## src/hdl/docq_pkg.sv

```systemverilog
// Shared types and constants for the drop-oldest chunk descriptor queue.
// Used by docq_ctrl, docq_dpath and drop_oldest_chunk_queue_top.
package docq_pkg;

  localparam int unsigned CHUNK_DEPTH     = 64;
  localparam int unsigned IDX_W           = $clog2(CHUNK_DEPTH);
  localparam int unsigned CNT_W           = $clog2(CHUNK_DEPTH + 1);
  localparam int unsigned SAMPLE_CAPACITY = 1048576;
  localparam int unsigned SAMP_W          = $clog2(SAMPLE_CAPACITY + 1);
  localparam int unsigned PROD_W          = 54;  // trim * 1e9 fits in 54 bits
  localparam int unsigned DIVC_W          = $clog2(PROD_W);
  localparam logic [29:0] NS_PER_SEC      = 30'd1000000000;
  localparam logic [63:0] I64_MAX         = 64'h7FFF_FFFF_FFFF_FFFF;

  typedef enum logic [2:0] {
    OP_PUSH    = 3'd0,
    OP_POP     = 3'd1,
    OP_CANCEL  = 3'd2,
    OP_RESTART = 3'd3,
    OP_CLEAR   = 3'd4
  } op_e;

  typedef enum logic [2:0] {
    ST_ACCEPTED  = 3'd0,
    ST_INVALID   = 3'd1,
    ST_CANCELLED = 3'd2,
    ST_POPPED    = 3'd3,
    ST_EMPTY     = 3'd4,
    ST_DONE      = 3'd5
  } status_e;

  typedef enum logic [1:0] {
    REG_CHUNK_LIMIT  = 2'd0,
    REG_SAMPLE_LIMIT = 2'd1,
    REG_RATE_MIN     = 2'd2,
    REG_RATE_MAX     = 2'd3
  } reg_e;

  typedef struct packed {
    logic [2:0]         opcode;
    logic [23:0]        chunk_length;
    logic [31:0]        chunk_rate;
    logic signed [63:0] chunk_start_ns;
  } in_t;

  typedef struct packed {
    logic [2:0]         status;
    logic [20:0]        out_length;
    logic [31:0]        out_rate;
    logic signed [63:0] out_start_ns;
    logic [6:0]         queued_chunks;
    logic [20:0]        queued_samples;
    logic [63:0]        dropped_chunks;
    logic [63:0]        dropped_samples;
    logic [63:0]        rejected_chunks;
    logic [63:0]        enqueued_samples;
    logic [63:0]        dequeued_samples;
    logic               is_cancelled;
  } out_t;

  // Commands from controller to datapath
  typedef struct packed {
    logic    load;
    logic    mul;
    logic    div_step;
    logic    fix;
    logic    drop;
    logic    write;
    logic    pop;
    logic    set_cancel;
    logic    clr_cancel;
    logic    clear;
    logic    reject;
    logic    emit;
    status_e status;
  } cmd_t;

  // Status from datapath to controller
  typedef struct packed {
    logic [2:0] opcode;
    logic       invalid;
    logic       cancelled;
    logic       trim_nz;
    logic       drop_needed;
    logic       empty;
    logic       div_last;
    logic       out_busy;
  } sts_t;

endpackage

```

## src/hdl/docq_ctrl.sv

```systemverilog
// Controller: sequences decode, trim division, eviction, write or pop, and result.
// Depends on docq_pkg.
module docq_ctrl (
  input  logic           clk_i,
  input  logic           rst_ni,
  input  logic           in_valid_i,
  output logic           in_ready_o,
  input  docq_pkg::sts_t sts_i,
  output docq_pkg::cmd_t cmd_o
);
  import docq_pkg::*;

  typedef enum logic [3:0] {
    S_IDLE, S_DECODE, S_MUL, S_DIV, S_FIX, S_EV_CHK, S_EV_WAIT, S_FINISH
  } state_e;

  state_e  state_q;
  status_e status_q;

  assign in_ready_o = (state_q == S_IDLE);

  // Command decode per state
  always_comb begin
    cmd_o        = '0;
    cmd_o.status = status_q;
    case (state_q)
      S_IDLE:   cmd_o.load = in_valid_i;
      S_DECODE: begin
        case (op_e'(sts_i.opcode))
          OP_PUSH:    cmd_o.reject = sts_i.invalid || sts_i.cancelled;
          OP_POP:     cmd_o.pop    = !sts_i.empty;
          OP_CANCEL:  cmd_o.set_cancel = 1'b1;
          OP_RESTART: cmd_o.clr_cancel = 1'b1;
          OP_CLEAR:   cmd_o.clear = 1'b1;
          default: ;
        endcase
      end
      S_MUL:    cmd_o.mul      = 1'b1;
      S_DIV:    cmd_o.div_step = 1'b1;
      S_FIX:    cmd_o.fix      = 1'b1;
      S_EV_CHK: begin
        cmd_o.drop  = sts_i.drop_needed;
        cmd_o.write = !sts_i.drop_needed;
      end
      S_FINISH: cmd_o.emit = !sts_i.out_busy;
      default: ;
    endcase
  end

  // Advance state and hold result status
  always_ff @(posedge clk_i or negedge rst_ni) begin
    if (!rst_ni) begin
      state_q  <= S_IDLE;
      status_q <= ST_DONE;
    end else begin
      case (state_q)
        S_IDLE: if (in_valid_i) state_q <= S_DECODE;
        S_DECODE: begin
          state_q  <= S_FINISH;
          status_q <= ST_DONE;
          case (op_e'(sts_i.opcode))
            OP_PUSH: begin
              if (sts_i.invalid) begin
                status_q <= ST_INVALID;
              end else if (sts_i.cancelled) begin
                status_q <= ST_CANCELLED;
              end else begin
                status_q <= ST_ACCEPTED;
                state_q  <= sts_i.trim_nz ? S_MUL : S_EV_CHK;
              end
            end
            OP_POP: status_q <= sts_i.empty ? ST_EMPTY : ST_POPPED;
            default: ;
          endcase
        end
        S_MUL: state_q <= S_DIV;
        S_DIV: if (sts_i.div_last) state_q <= S_FIX;
        S_FIX: state_q <= S_EV_CHK;
        S_EV_CHK: state_q <= sts_i.drop_needed ? S_EV_WAIT : S_FINISH;
        S_EV_WAIT: state_q <= S_EV_CHK;
        S_FINISH: if (!sts_i.out_busy) state_q <= S_IDLE;
        default: state_q <= S_IDLE;
      endcase
    end
  end

endmodule

```

## config.mk

```make
export PLATFORM = sky130hd
export DESIGN_NAME = docq_ctrl
export DESIGN_NICKNAME = d
export VERILOG_FILES = /design/src/hdl/docq_pkg.sv /design/src/hdl/docq_ctrl.sv
export SDC_FILE = /design/constraint.sdc
export NUM_CORES = 1
export LEC_CHECK = 0
export BUFFER_PORTS_ARGS = -buffer_cell sky130_fd_sc_hd__buf_2
export CAP_MARGIN = 40
export CORE_UTILIZATION = 36
export CTS_CLUSTER_SIZE = 30
export DETAILED_ROUTE_END_ITERATION = 8
export PLACE_DENSITY = 0.71
export SETUP_SLACK_MARGIN = 0.5
export SYNTH_ARGS = -nofsm -noshare
export SYNTH_HDL_FRONTEND = slang
export SYNTH_SLANG_ARGS = --single-unit
```

## constraint.sdc

```tcl
create_clock -name clk_i -period 1.4 [get_ports clk_i]
set_input_delay 0.28 -clock clk_i [delete_from_list [all_inputs] [get_ports clk_i]]
set_output_delay 0.28 -clock clk_i [all_outputs]
set_load 0.02 [all_outputs]
```

==> impl_metrics.csv, run 1 <==
group,metric,value,unit
placed_design,gp_routability_congestion,0.802,
cts,post_cts_resize_count,52,
status,haltStage,"clock tree synthesis",
yosys,synthXorXnorAreaFrac,0,
cts,tritoncts_num_sinks,6,
yosys,adder_and_majority_cell_fraction_of_the_synthesized_area,0,
die,initial_utilization,0.409,
cts,cts_made_buffers,3,
yosys,synth_cells,61,
yosys,synth_seq_cells,6,
die,row_count,12,
cts,htree_num_levels,1,
cts,cts-root-buf,"sky130_fd_sc_hd__clkbuf_4",
yosys,synth.lib_cells_used.distinct,28,
cts,ctsLongestPathBuffers,2,
die,io_pins,29,
yosys,synth_compound_area_frac,0.209,
cts,buffer_count_from_post_cts_setup_fixing,10,
cts,post_cts_hold_buffer_count,1,
placed_design,preCtsSetupSlack,-167,ps
yosys,syn-cell-area,473,µm²
die,die_height,38.2,µm
yosys,ys_seq_area_frac,0.323,
placed_design,dpl.hpwl,1190,µm
placed_design,io_buffers,28,
yosys,synth_fp_nets,74,
yosys,ys.warnings.count,0,
yosys,simple_gate_share_of_the_synthesized_area,0.421,
yosys,combinational_family_with_the_most_area_after_synthesis,"simple AND/OR/NAND/NOR gates",
yosys,muxShareOfSynthArea,0,
status,status,"did not finish",
placed_design,post_dp_cell_area,860,µm²
die,die-width,38.2,µm
yosys,syn_avg_cell_area,7.75,µm²
status,tool.error,"[ERROR DPL-0033] detailed placement checks failed during check placement.",
-- cell usage after synthesis, drive strengths merged --
cell	number	area, µm²
and4b	1	10.0
o211ai	1	7.51
nor4b	2	17.5
o41ai	1	8.76
and3	3	18.8
o21a	1	7.51
nor3b	2	15.0
or4	1	11.3
nor3	6	30.0
nand4	1	6.26
inv	3	11.3
nor2	5	18.8
nand2	5	18.8
a21oi	1	5.00
o21ai	5	25.0
nor4	2	12.5
nand2b	2	12.5
a211o	1	8.76
clkbuf	3	11.3
or3b	1	8.76
a32oi	1	8.76
a22o	1	8.76
dfrtp	4	100
a31oi	3	18.8
dfstp	2	52.6
nor2b	2	12.5
and2	1	6.26
-- stage by stage --
stage,instances,hold slack (ps),util,setup TNS [ps]
after floorplan,61,-15.6,-,-489
after global placement,117,104,0.744,-596
after detailed placement,117,103,0.744,-795
-- logic make-up after synthesis --
group | count (synthesis)
AO/OA/AOI/OAI | 15
buffers and inverters | 6
flip-flops | 6
AND/OR/NAND/NOR | 34
==> run 2, diff against run 1 <==
Settings changed: CORE_AREA from default to 2 2 63 65, CORE_UTILIZATION 36 to default, CTS_CLUSTER_SIZE 30 to default, DIE_AREA from default to 0 0 65 67, PLACE_DENSITY 0.71 to default, PLACE_DENSITY_LB_ADDON from default to 0.15, SETUP_SLACK_MARGIN 0.5 to default.
Clock period 1.4 ns to 1.8 ns, I/O delays scaled along.
==> run 2 against run 1 <==
The run now ends clean. Synthesized cell count is the same. Synthesized area is the same.
==> impl_metrics.csv, run 2 <==
group,metric,value,unit
die,initial_utilization,0.131,
timing,timing.final.setup_violations,0,
yosys,syn-cell-area,473,µm²
timing,finalWorstPathRequiredPeriod,1800,ps
worst_setup_path,critPathLaunchType,"flop",
cts,worst_skew_pair.late_latency,220,ps
final_layout,area_growth_syn_to_layout,71.7,%
cts,cts-root-buf,"sky130_fd_sc_hd__clkbuf_8",
die,floorplan.core_area,0.00361,mm²
die,die_height,67,µm
yosys,number_of_flops_mapped_to_enable_cells_by_yosys,0,
timing,worst_pin_slew,329,ps
yosys,postSynth.asyncResetShare,1.00,
timing,worst_relative_slew_slack,0.778,
yosys,yosysMostFrequentCell,"sky130_fd_sc_hd__nor3_1",
final_layout,final_design_instance_area_without_fill,812,µm²
timing,grt_setup_unrepaired,"yes",
final_layout,final_cell_mix,"25 x sky130_fd_sc_hd__buf_2, 9 x sky130_fd_sc_hd__buf_4, 5 x sky130_fd_sc_hd__nor2_1, 5 x sky130_fd_sc_hd__nor3_1, 5 x sky130_fd_sc_hd__nand2_1",
grt,grt_max_degree,14,
worst_setup_path,critical_path_required,1440,ps
power,pwr-share-comb,0.589,
yosys,ys.warnings.count,0,
final_layout,largest_registers,"state_q x3, status_q x3",
grt,grtUsageTotal,0.0763,
timing,clock.fmax,0.556,GHz
yosys,synth_largest_type_area_fraction,0.212,
route,detail_route.iter0.violations,15,
die,row_count,22,
worst_hold_path,hold_path.startpoint,"in_valid_i",
power,share_seq_of_total_power,0.218,
worst_hold_path,hold_path.class,"input port to flop",
yosys,syn_avg_cell_area,7.75,µm²
cts,ctsLongestPathBuffers,2,
route,avgRoutedWirePerCell,11.3,µm
placed_design,io_buffers,28,
yosys,synth_cells,61,
final_layout,antennaDiodeCount,0,
grt,grt_first_pass_wirelength,2480,µm
worst_setup_path,worstSetupEndpointType,"primary output",
route,detail_route.wirelength,1640,µm
placed_design,dpl.hpwl,1320,µm
yosys,synth.lib_cells_used.distinct,28,
yosys,synth_fp_nets,74,
die,die-width,65,µm
timing,timing.final.crit_share,0.999,
yosys,ys_seq_area_frac,0.323,
worst_setup_path,cp.arrival,1440,ps
yosys,synth_largest_area_cell,"sky130_fd_sc_hd__dfrtp_1",
yosys,synth_area_leaders,"sky130_fd_sc_hd__dfrtp_1 21%, sky130_fd_sc_hd__dfstp_2 11%, sky130_fd_sc_hd__nor3_1 6.3%, sky130_fd_sc_hd__o21ai_0 4.2%, sky130_fd_sc_hd__a31oi_1 4.0%",
cts,cts_made_buffers,3,
power,cell_internal_pwr,0.603,mW
grt,grt_antenna_before_repair,0,
cts,worst_setup_hold_path_clk_slew,40,ps
die,io_pins,29,
run,max-cap-violations,0,
power,power.density,1300,mW/mm²
final_layout,final_layout_size_suffix_gt1_frac,0.464,
power,vdd_ir_drop_max,0.000338,V
timing,final_max_slew_viol_count,0,
grt,globalRouteOverflowTotal,0,
route,drtPass1Iterations,4,
cts,tritoncts_num_sinks,6,
route,routed-via-count,598,
route,drc,0,
worst_setup_path,timing.critical_path.fanout_max,4,
cts,htree_num_levels,1,
route,via_per_inst,4.12,
grt,first_global_vias,540,
power,static-leakage-power,0.384,nW
cts,cts_tree,"built",
status,status,"complete, no violations",
die,floorplan.die_area,0.00436,mm²
worst_setup_path,cp-startpoint,"state_q[2]",
placed_design,post_dp_cell_area,704,µm²
final_layout,final_common_cell,"sky130_fd_sc_hd__buf_2",
power,netSwitchingFraction,0.430,
route,ant_nets,0,
worst_setup_path,regToRegStartpoint,"state_q[0]",
worst_setup_path,path_class,"flop to primary output",
placed_design,gp_routability_congestion,0.690,
final_layout,num-nets-final,111,
power,total_switching_power,0.455,mW
power,clock_power_share,0.192,
yosys,ys.flop_type,"sky130_fd_sc_hd__dfrtp_1",
placed_design,dp_cells,139,
timing,hold_viol,0,
timing,finClkSkew,5.94,ps
yosys,ys_top_cells_by_count,"6 x sky130_fd_sc_hd__nor3_1, 5 x sky130_fd_sc_hd__nand2_1, 5 x sky130_fd_sc_hd__nor2_1",
final_layout,layout.cells.non_filler,145,
yosys,synth_seq_cells,6,
-- run 2: cells by family after synthesis --
logic type	synth area share
AO/OA/AOI/OAI	0.209
buffers and inverters	0.0476
AND/OR/NAND/NOR	0.421
flip-flops	0.323
-- run 2: repair_timing --
action | 4_1_cts | 5_1_grt
endpoints found under the hold margin | 4 | 0
setup endpoints to repair | 5 | 7
hold buffers | 1 | 0
buffers inserted | 0 | 1
resized for setup | 4 | 5
pin swaps | 1 | 1
-- run 2: path summary, 6_finish.rpt --
kind | endpoint | slack [ps] | cells past startpoint
min | state_q[1] | 410 | 3
max | cmd_o[8] | 2 | 3
min reg2reg | status_q[1] | 470 | 2
min in group asynchronous | state_q[2] | 500 | 2
max reg2reg | state_q[0] | 490 | 5
max in group asynchronous | status_q[0] | 1070 | 2
-- run 2: through the flow --
step | setup TNS [ps] | power (mW) | hold slack, ps | worst slack [ps] | utilization
detailed placement | 0 | 0.823 | 192 | 141 | 0.195
finish | 0 | 1.06 | 406 | 1.91 | 0.225
global route | -326 | 1.15 | 416 | -74.8 | 0.225
floorplan | -286 | 0.612 | 64.4 | -143 | -
global placement | 0 | 0.828 | 195 | 109 | 0.195
CTS | -5.11 | 1.06 | 404 | -4.87 | 0.216
-- run 2: critical path: stages (launching register included) --
cell and delay (ps):
sky130_fd_sc_hd__dfrtp_1 370, sky130_fd_sc_hd__or3b_4 450, sky130_fd_sc_hd__nor4b_4 220, sky130_fd_sc_hd__buf_4 180
-- run 2: power by group through the flow --
stage	clock network, mW	logic, mW	registers [mW]
after floorplan	0	0.335	0.277
after detailed placement	0	0.591	0.232
final	0.204	0.624	0.231
after global placement	0	0.597	0.231
after global routing	0.224	0.688	0.238
after CTS	0.213	0.613	0.234
-- run 2: cell type report --
class                           count  area [µm²]
Multi-Input combinational cell     49         340
Tap cell                           48        60.1
Sequential cell                     6         153
Fill cell                         408        2790
Clock buffer                        4        45.0
Timing Repair Buffer               35         203
Inverter                            3        11.3
-- run 2: metal layers --
metal  vias to the layer above  GRT usage  share of wire
met2                        27      0.131           0.47
met1                       270     0.0941           0.46
met3                         0     0.0220          0.072
li1                        301          -              -
met4                         0     0.0160              0
met5                         -          0              0
No activity file was read; power rests on OpenSTA's default activity.
==> run 3, diff against run 2 <==
Clock period 1.8 ns to 1.6 ns, I/O delays scaled along.
==> run 3 against run 2 <==
The flow now finishes with violations (setup timing). Critical path depth unchanged. Design area increased by 15%. Clock-buffer cell count unchanged. Die area unchanged. Total power increased by 31%. Combinational power increased by 42%.
==> impl_metrics.csv, run 3 (synthesis results as in run 2) <==
group,metric,value,unit
status,status,"finished with violations",
status,failing_checks,"setup timing",
placed_design,gp_routability_congestion,0.760,
worst_setup_path,cp.arrival,1440,ps
timing,postLayoutSetupSlackWorst,-164,ps
cts,worst_skew_pair.late_latency,220,ps
placed_design,dpl.hpwl,1340,µm
final_layout,final_cell_mix,"20 x sky130_fd_sc_hd__buf_2, 14 x sky130_fd_sc_hd__buf_4, 6 x sky130_fd_sc_hd__buf_6",
worst_hold_path,timing.hold.worst_path_depth,3,
timing,hold_viol,0,
worst_setup_path,worstSetupEndpointType,"primary output",
die,initial_utilization,0.131,
grt,grt_max_degree,13,
grt,grt_antenna_before_repair,0,
die,row_count,22,
route,detail_route.iter0.violations,36,
run,max-cap-violations,0,
timing,grt_setup_unrepaired,"yes",
cts,cts_made_buffers,3,
route,avgRoutedWirePerCell,11.0,µm
timing,finClkSkew,3.22,ps
route,drc,0,
final_layout,layout.core_utilization,0.260,
grt,first_global_vias,580,
grt,grt_first_pass_wirelength,2660,µm
final_layout,antennaDiodeCount,0,
die,io_pins,29,
cts,worst_setup_hold_path_clk_slew,40,ps
timing,final_max_slew_viol_count,0,
grt,grtUsageTotal,0.0802,
route,via_per_inst,4.15,
timing,worst_pin_slew,325,ps
timing,timing.final.crit_share,1.10,
worst_setup_path,rr_worst_depth,4,
power,vdd_ir_drop_max,0.000415,V
cts,tritoncts_num_sinks,6,
placed_design,io_buffers,28,
route,drtPass1Iterations,4,
final_layout,layout.cells.non_filler,151,
die,floorplan.core_area,0.00361,mm²
route,routed-via-count,626,
timing,timing.final.setup_violations,5,
die,floorplan.die_area,0.00436,mm²
cts,cts_tree,"built",
worst_hold_path,hold_path.class,"input port to flop",
timing,fin_hold_ws,361,ps
die,die-width,65,µm
worst_setup_path,worstPathCellList,"or3b_4 -> nor4b_4 -> buf_4",
power,static-leakage-power,0.431,nW
final_layout,final.fill_count,407,
power,power.density,1480,mW/mm²
final_layout,final_layout_size_suffix_gt1_frac,0.553,
worst_setup_path,slowest_stage,"sky130_fd_sc_hd__or3b_4",
placed_design,dp_cells,142,
timing,worst_relative_slew_slack,0.781,
route,ant_nets,0,
worst_setup_path,path_class,"flop to primary output",
die,die_height,67,µm
cts,cts-root-buf,"sky130_fd_sc_hd__clkbuf_8",
cts,htree_num_levels,1,
timing,clock.fmax,0.567,GHz
grt,globalRouteOverflowTotal,0,
route,detail_route.wirelength,1660,µm
final_layout,largest_registers,"state_q x3, status_q x3",
worst_setup_path,critical_path_required,1280,ps
worst_setup_path,timing.critical_path.fanout_max,4,
timing,finalWorstPathRequiredPeriod,1760,ps
final_layout,num-nets-final,117,
cts,ctsLongestPathBuffers,2,
worst_setup_path,critPathLaunchType,"flop",
final_layout,area_growth_syn_to_layout,98.1,%
final_layout,final_common_cell,"sky130_fd_sc_hd__buf_2",
worst_setup_path,biggest_cell_delay_along_the_critical_path,450,ps
run 3: changes by cell type in the layout (fill, tap and decap cells not counted), moves of 2 or more:
cell                     before  now
sky130_fd_sc_hd__buf_4        9   14
sky130_fd_sc_hd__buf_2       25   20
sky130_fd_sc_hd__buf_6        0    6
sky130_fd_sc_hd__nor3_1       5    3
run 3: metrics by stage:
stage / cell area, µm² / power [mW] / setup slack, ps / TNS [ps]
floorplan: 502 / 0.702 / -58.8 / -153
global placement: 751 / 0.963 / -18.5 / -35.6
detailed placement: 751 / 0.957 / -3.55 / -3.55
CTS: 871 / 1.31 / -187 / -482
global route: 937 / 1.50 / -233 / -868
finish: 937 / 1.39 / -164 / -489
run 3: repair_timing:
action / CTS / global route
setup endpoints to repair: 7 / 8
endpoints found under the hold margin: 4 / 0
buffers inserted: 2 / 2
gates resized for setup: 15 / 11
pin swaps: 5 / 6
hold buffers: 1 / 0
run 3: metal layers:
metal  part of all wire  vias up  GRT usage
met4                  0        0     0.0239
met2               0.42       24      0.113
met5                  0        -          0
met3              0.085        0     0.0389
li1                   -      319          -
met1               0.50      283      0.106
run 3: final timing paths:
kind | startpoint | slack, ps | endpoint
worst min register to register | status_q[0] | 490 | status_q[0]
min in group asynchronous | rst_ni | 450 | state_q[2]
max in group asynchronous | rst_ni | 920 | status_q[0]
worst min-delay path | sts_i[2] | 360 | status_q[2]
worst max-delay path | state_q[1] | -160 | cmd_o[7]
worst max register to register | state_q[2] | 260 | state_q[1]
run 3: power breakdown:
part / internal [mW] / total (mW) / leakage (nW) / switching [mW]
logic: 0.398 / 0.887 / 0.341 / 0.488
clock network: 0.171 / 0.233 / 0.0228 / 0.0618
registers: 0.231 / 0.268 / 0.0673 / 0.0377
total: 0.800 / 1.39 / 0.431 / 0.588
run 3: layout make-up:
type,instances,area [µm²],area share
Sequential cell,6,153,0.163
Timing Repair Buffer,41,283,0.302
Clock buffer,4,45.0,0.0481
Inverter,3,13.8,0.0147
Tap cell,48,60.1,0.0641
Multi-Input combinational cell,49,383,0.409
run 3: critical path: cells and delay by family, from the launching register on:
family                 cells  cell delay, ps
buffers and inverters      1             170
DFF                        1             380
and+or+nand+nor            2             670
==> run 4, diff against run 3 <==
Clock period 1.6 ns to 2 ns, I/O delays scaled along.
==> run 4 against run 3 <==
The run now ends clean. Via count fell by 5.8%. Combinational power fell by 41%. Design area is 20% lower. Clock skew increased by 3.1 ps. Largest cell class unchanged. Clock power is 18% lower. Global-route usage decreased by 0.53 points. Total power fell by 34%. Critical path depth stayed put.
==> impl_metrics.csv, run 4 (synthesis results as in run 2) <==
group,metric,value,unit
power,power.density,1220,mW/mm²
final_layout,largest_registers,"state_q x3, status_q x3",
final_layout,final_common_cell,"sky130_fd_sc_hd__buf_2",
route,avgRoutedWirePerCell,11.0,µm
timing,worst_relative_slew_slack,0.780,
cts,buffer_count_from_post_cts_setup_fixing,0,
power,static-leakage-power,0.361,nW
grt,grt_antenna_before_repair,0,
grt,grt_max_degree,14,
cts,worst_skew_pair.late_latency,220,ps
worst_hold_path,hold_path.class,"input port to flop",
grt,global_route.usage.met1,0.0822,
grt,grt_busiest_layer,"met2",
timing,grt_setup_unrepaired,"yes",
timing,clock.fmax,0.510,GHz
cts,ctsLongestPathBuffers,2,
final_layout,layout.core_utilization,0.209,
timing,finClkSkew,6.32,ps
status,status,"complete, no violations",
placed_design,preCtsSetupSlack,307,ps
route,via_per_inst,4.13,
grt,grt_first_pass_wirelength,2440,µm
cts,cts_tree,"built",
worst_setup_path,critical_path_required,1600,ps
timing,final_max_slew_viol_count,0,
power,vdd_ir_drop_max,0.000208,V
grt,global_route.usage.met2,0.128,
route,drc,0,
worst_setup_path,critPathLaunchType,"flop",
placed_design,io_buffers,28,
grt,grtUsageMet3,0.0253,
cts,tritoncts_num_sinks,6,
die,floorplan.core_area,0.00361,mm²
placed_design,gp_routability_congestion,0.741,
worst_setup_path,worstSetupEndpointType,"primary output",
worst_setup_path,timing.critical_path.fanout_max,5,
die,initial_utilization,0.131,
worst_setup_path,cp.arrival,1560,ps
placed_design,dpl.hpwl,1310,µm
final_layout,final_cell_mix,"28 x sky130_fd_sc_hd__buf_2, 6 x sky130_fd_sc_hd__nor3_1, 5 x sky130_fd_sc_hd__nor2_1, 5 x sky130_fd_sc_hd__nand2_1",
final_layout,num-nets-final,109,
timing,postLayoutSetupSlackWorst,40.6,ps
cts,htree_num_levels,1,
worst_setup_path,path_class,"flop to primary output",
final_layout,final_layout_size_suffix_gt1_frac,0.411,
grt,grtUsageTotal,0.0750,
route,detail_route.iter0.violations,7,
final_layout,area_growth_syn_to_layout,59.0,%
cts,cts_made_buffers,3,
die,die_height,67,µm
route,routed-via-count,590,
timing,hold_viol,0,
die,die-width,65,µm
placed_design,dp_cells,138,
route,ant_nets,0,
route,drtPass1Iterations,4,
run,max-cap-violations,0,
die,io_pins,29,
timing,finalWorstPathRequiredPeriod,1960,ps
timing,timing.final.crit_share,0.980,
final_layout,antennaDiodeCount,0,
route,detail_route.wirelength,1570,µm
final_layout,layout.cells.non_filler,143,
grt,globalRouteOverflowTotal,0,
timing,worst_pin_slew,328,ps
die,floorplan.die_area,0.00436,mm²
grt,first_global_vias,571,
cts,worst_setup_hold_path_clk_slew,40,ps
cts,cts-root-buf,"sky130_fd_sc_hd__clkbuf_8",
die,row_count,22,
power,report.power.total,0.920,mW
timing,timing.final.setup_violations,0,
==> run 4: changes by cell type in the layout (fill, tap and decap cells not counted), sizes merged <==
cell | previous run | this run
buf | 40 | 32
==> run 4: final cells by class <==
type | instances | area (µm²)
clock buffer | 4 | 45.0
fill | 427 | 2850
inverter | 3 | 11.3
multi-input combinational | 49 | 303
sequential | 6 | 153
tap | 48 | 60.1
timing repair buffer | 33 | 180
==> run 4: critical path, cell delays in order, from the launching register on <==
cell                      delay, ps
sky130_fd_sc_hd__dfrtp_1        370
sky130_fd_sc_hd__or3b_1         470
sky130_fd_sc_hd__nor4b_1        280
sky130_fd_sc_hd__buf_2          220
==> run 4: power by group <==
part | internal (mW) | switching [mW]
clock network | 0.137 | 0.0525
registers | 0.184 | 0.0211
logic | 0.202 | 0.323
==> run 4: what timing repair did <==
action,in CTS,in global routing
hold endpoints to repair,3,0
resized for setup,0,1
setup endpoints to repair,0,4
hold buffers,1,0
==> run 4: final timing paths <==
path / from / to / slack, ps / cells past startpoint
hold / removal: in_valid_i / state_q[1] / 440 / 3
setup reg to reg: state_q[0] / state_q[0] / 680 / 5
setup / recovery: state_q[2] / cmd_o[8] / 40 / 3
min in group asynchronous: rst_ni / state_q[2] / 530 / 2
hold reg to reg: status_q[1] / status_q[1] / 470 / 2
max in group asynchronous: rst_ni / status_q[2] / 1240 / 2
==> run 4: per-layer routing <==
layer / vias up / share of wire
met5: - / 0
met4: 0 / 0
met3: 0 / 0.069
met2: 24 / 0.47
met1: 271 / 0.46
li1: 295 / -
==> run 4: per-stage QoR <==
step | cell area (µm²) | hold slack [ps] | setup TNS, ps
finish | 752 | 438 | 0
global route | 752 | 452 | -70.3
CTS | 747 | 438 | 0
detailed placement | 692 | 236 | 0
global placement | 692 | 235 | 0
floorplan | 473 | 104 | 0
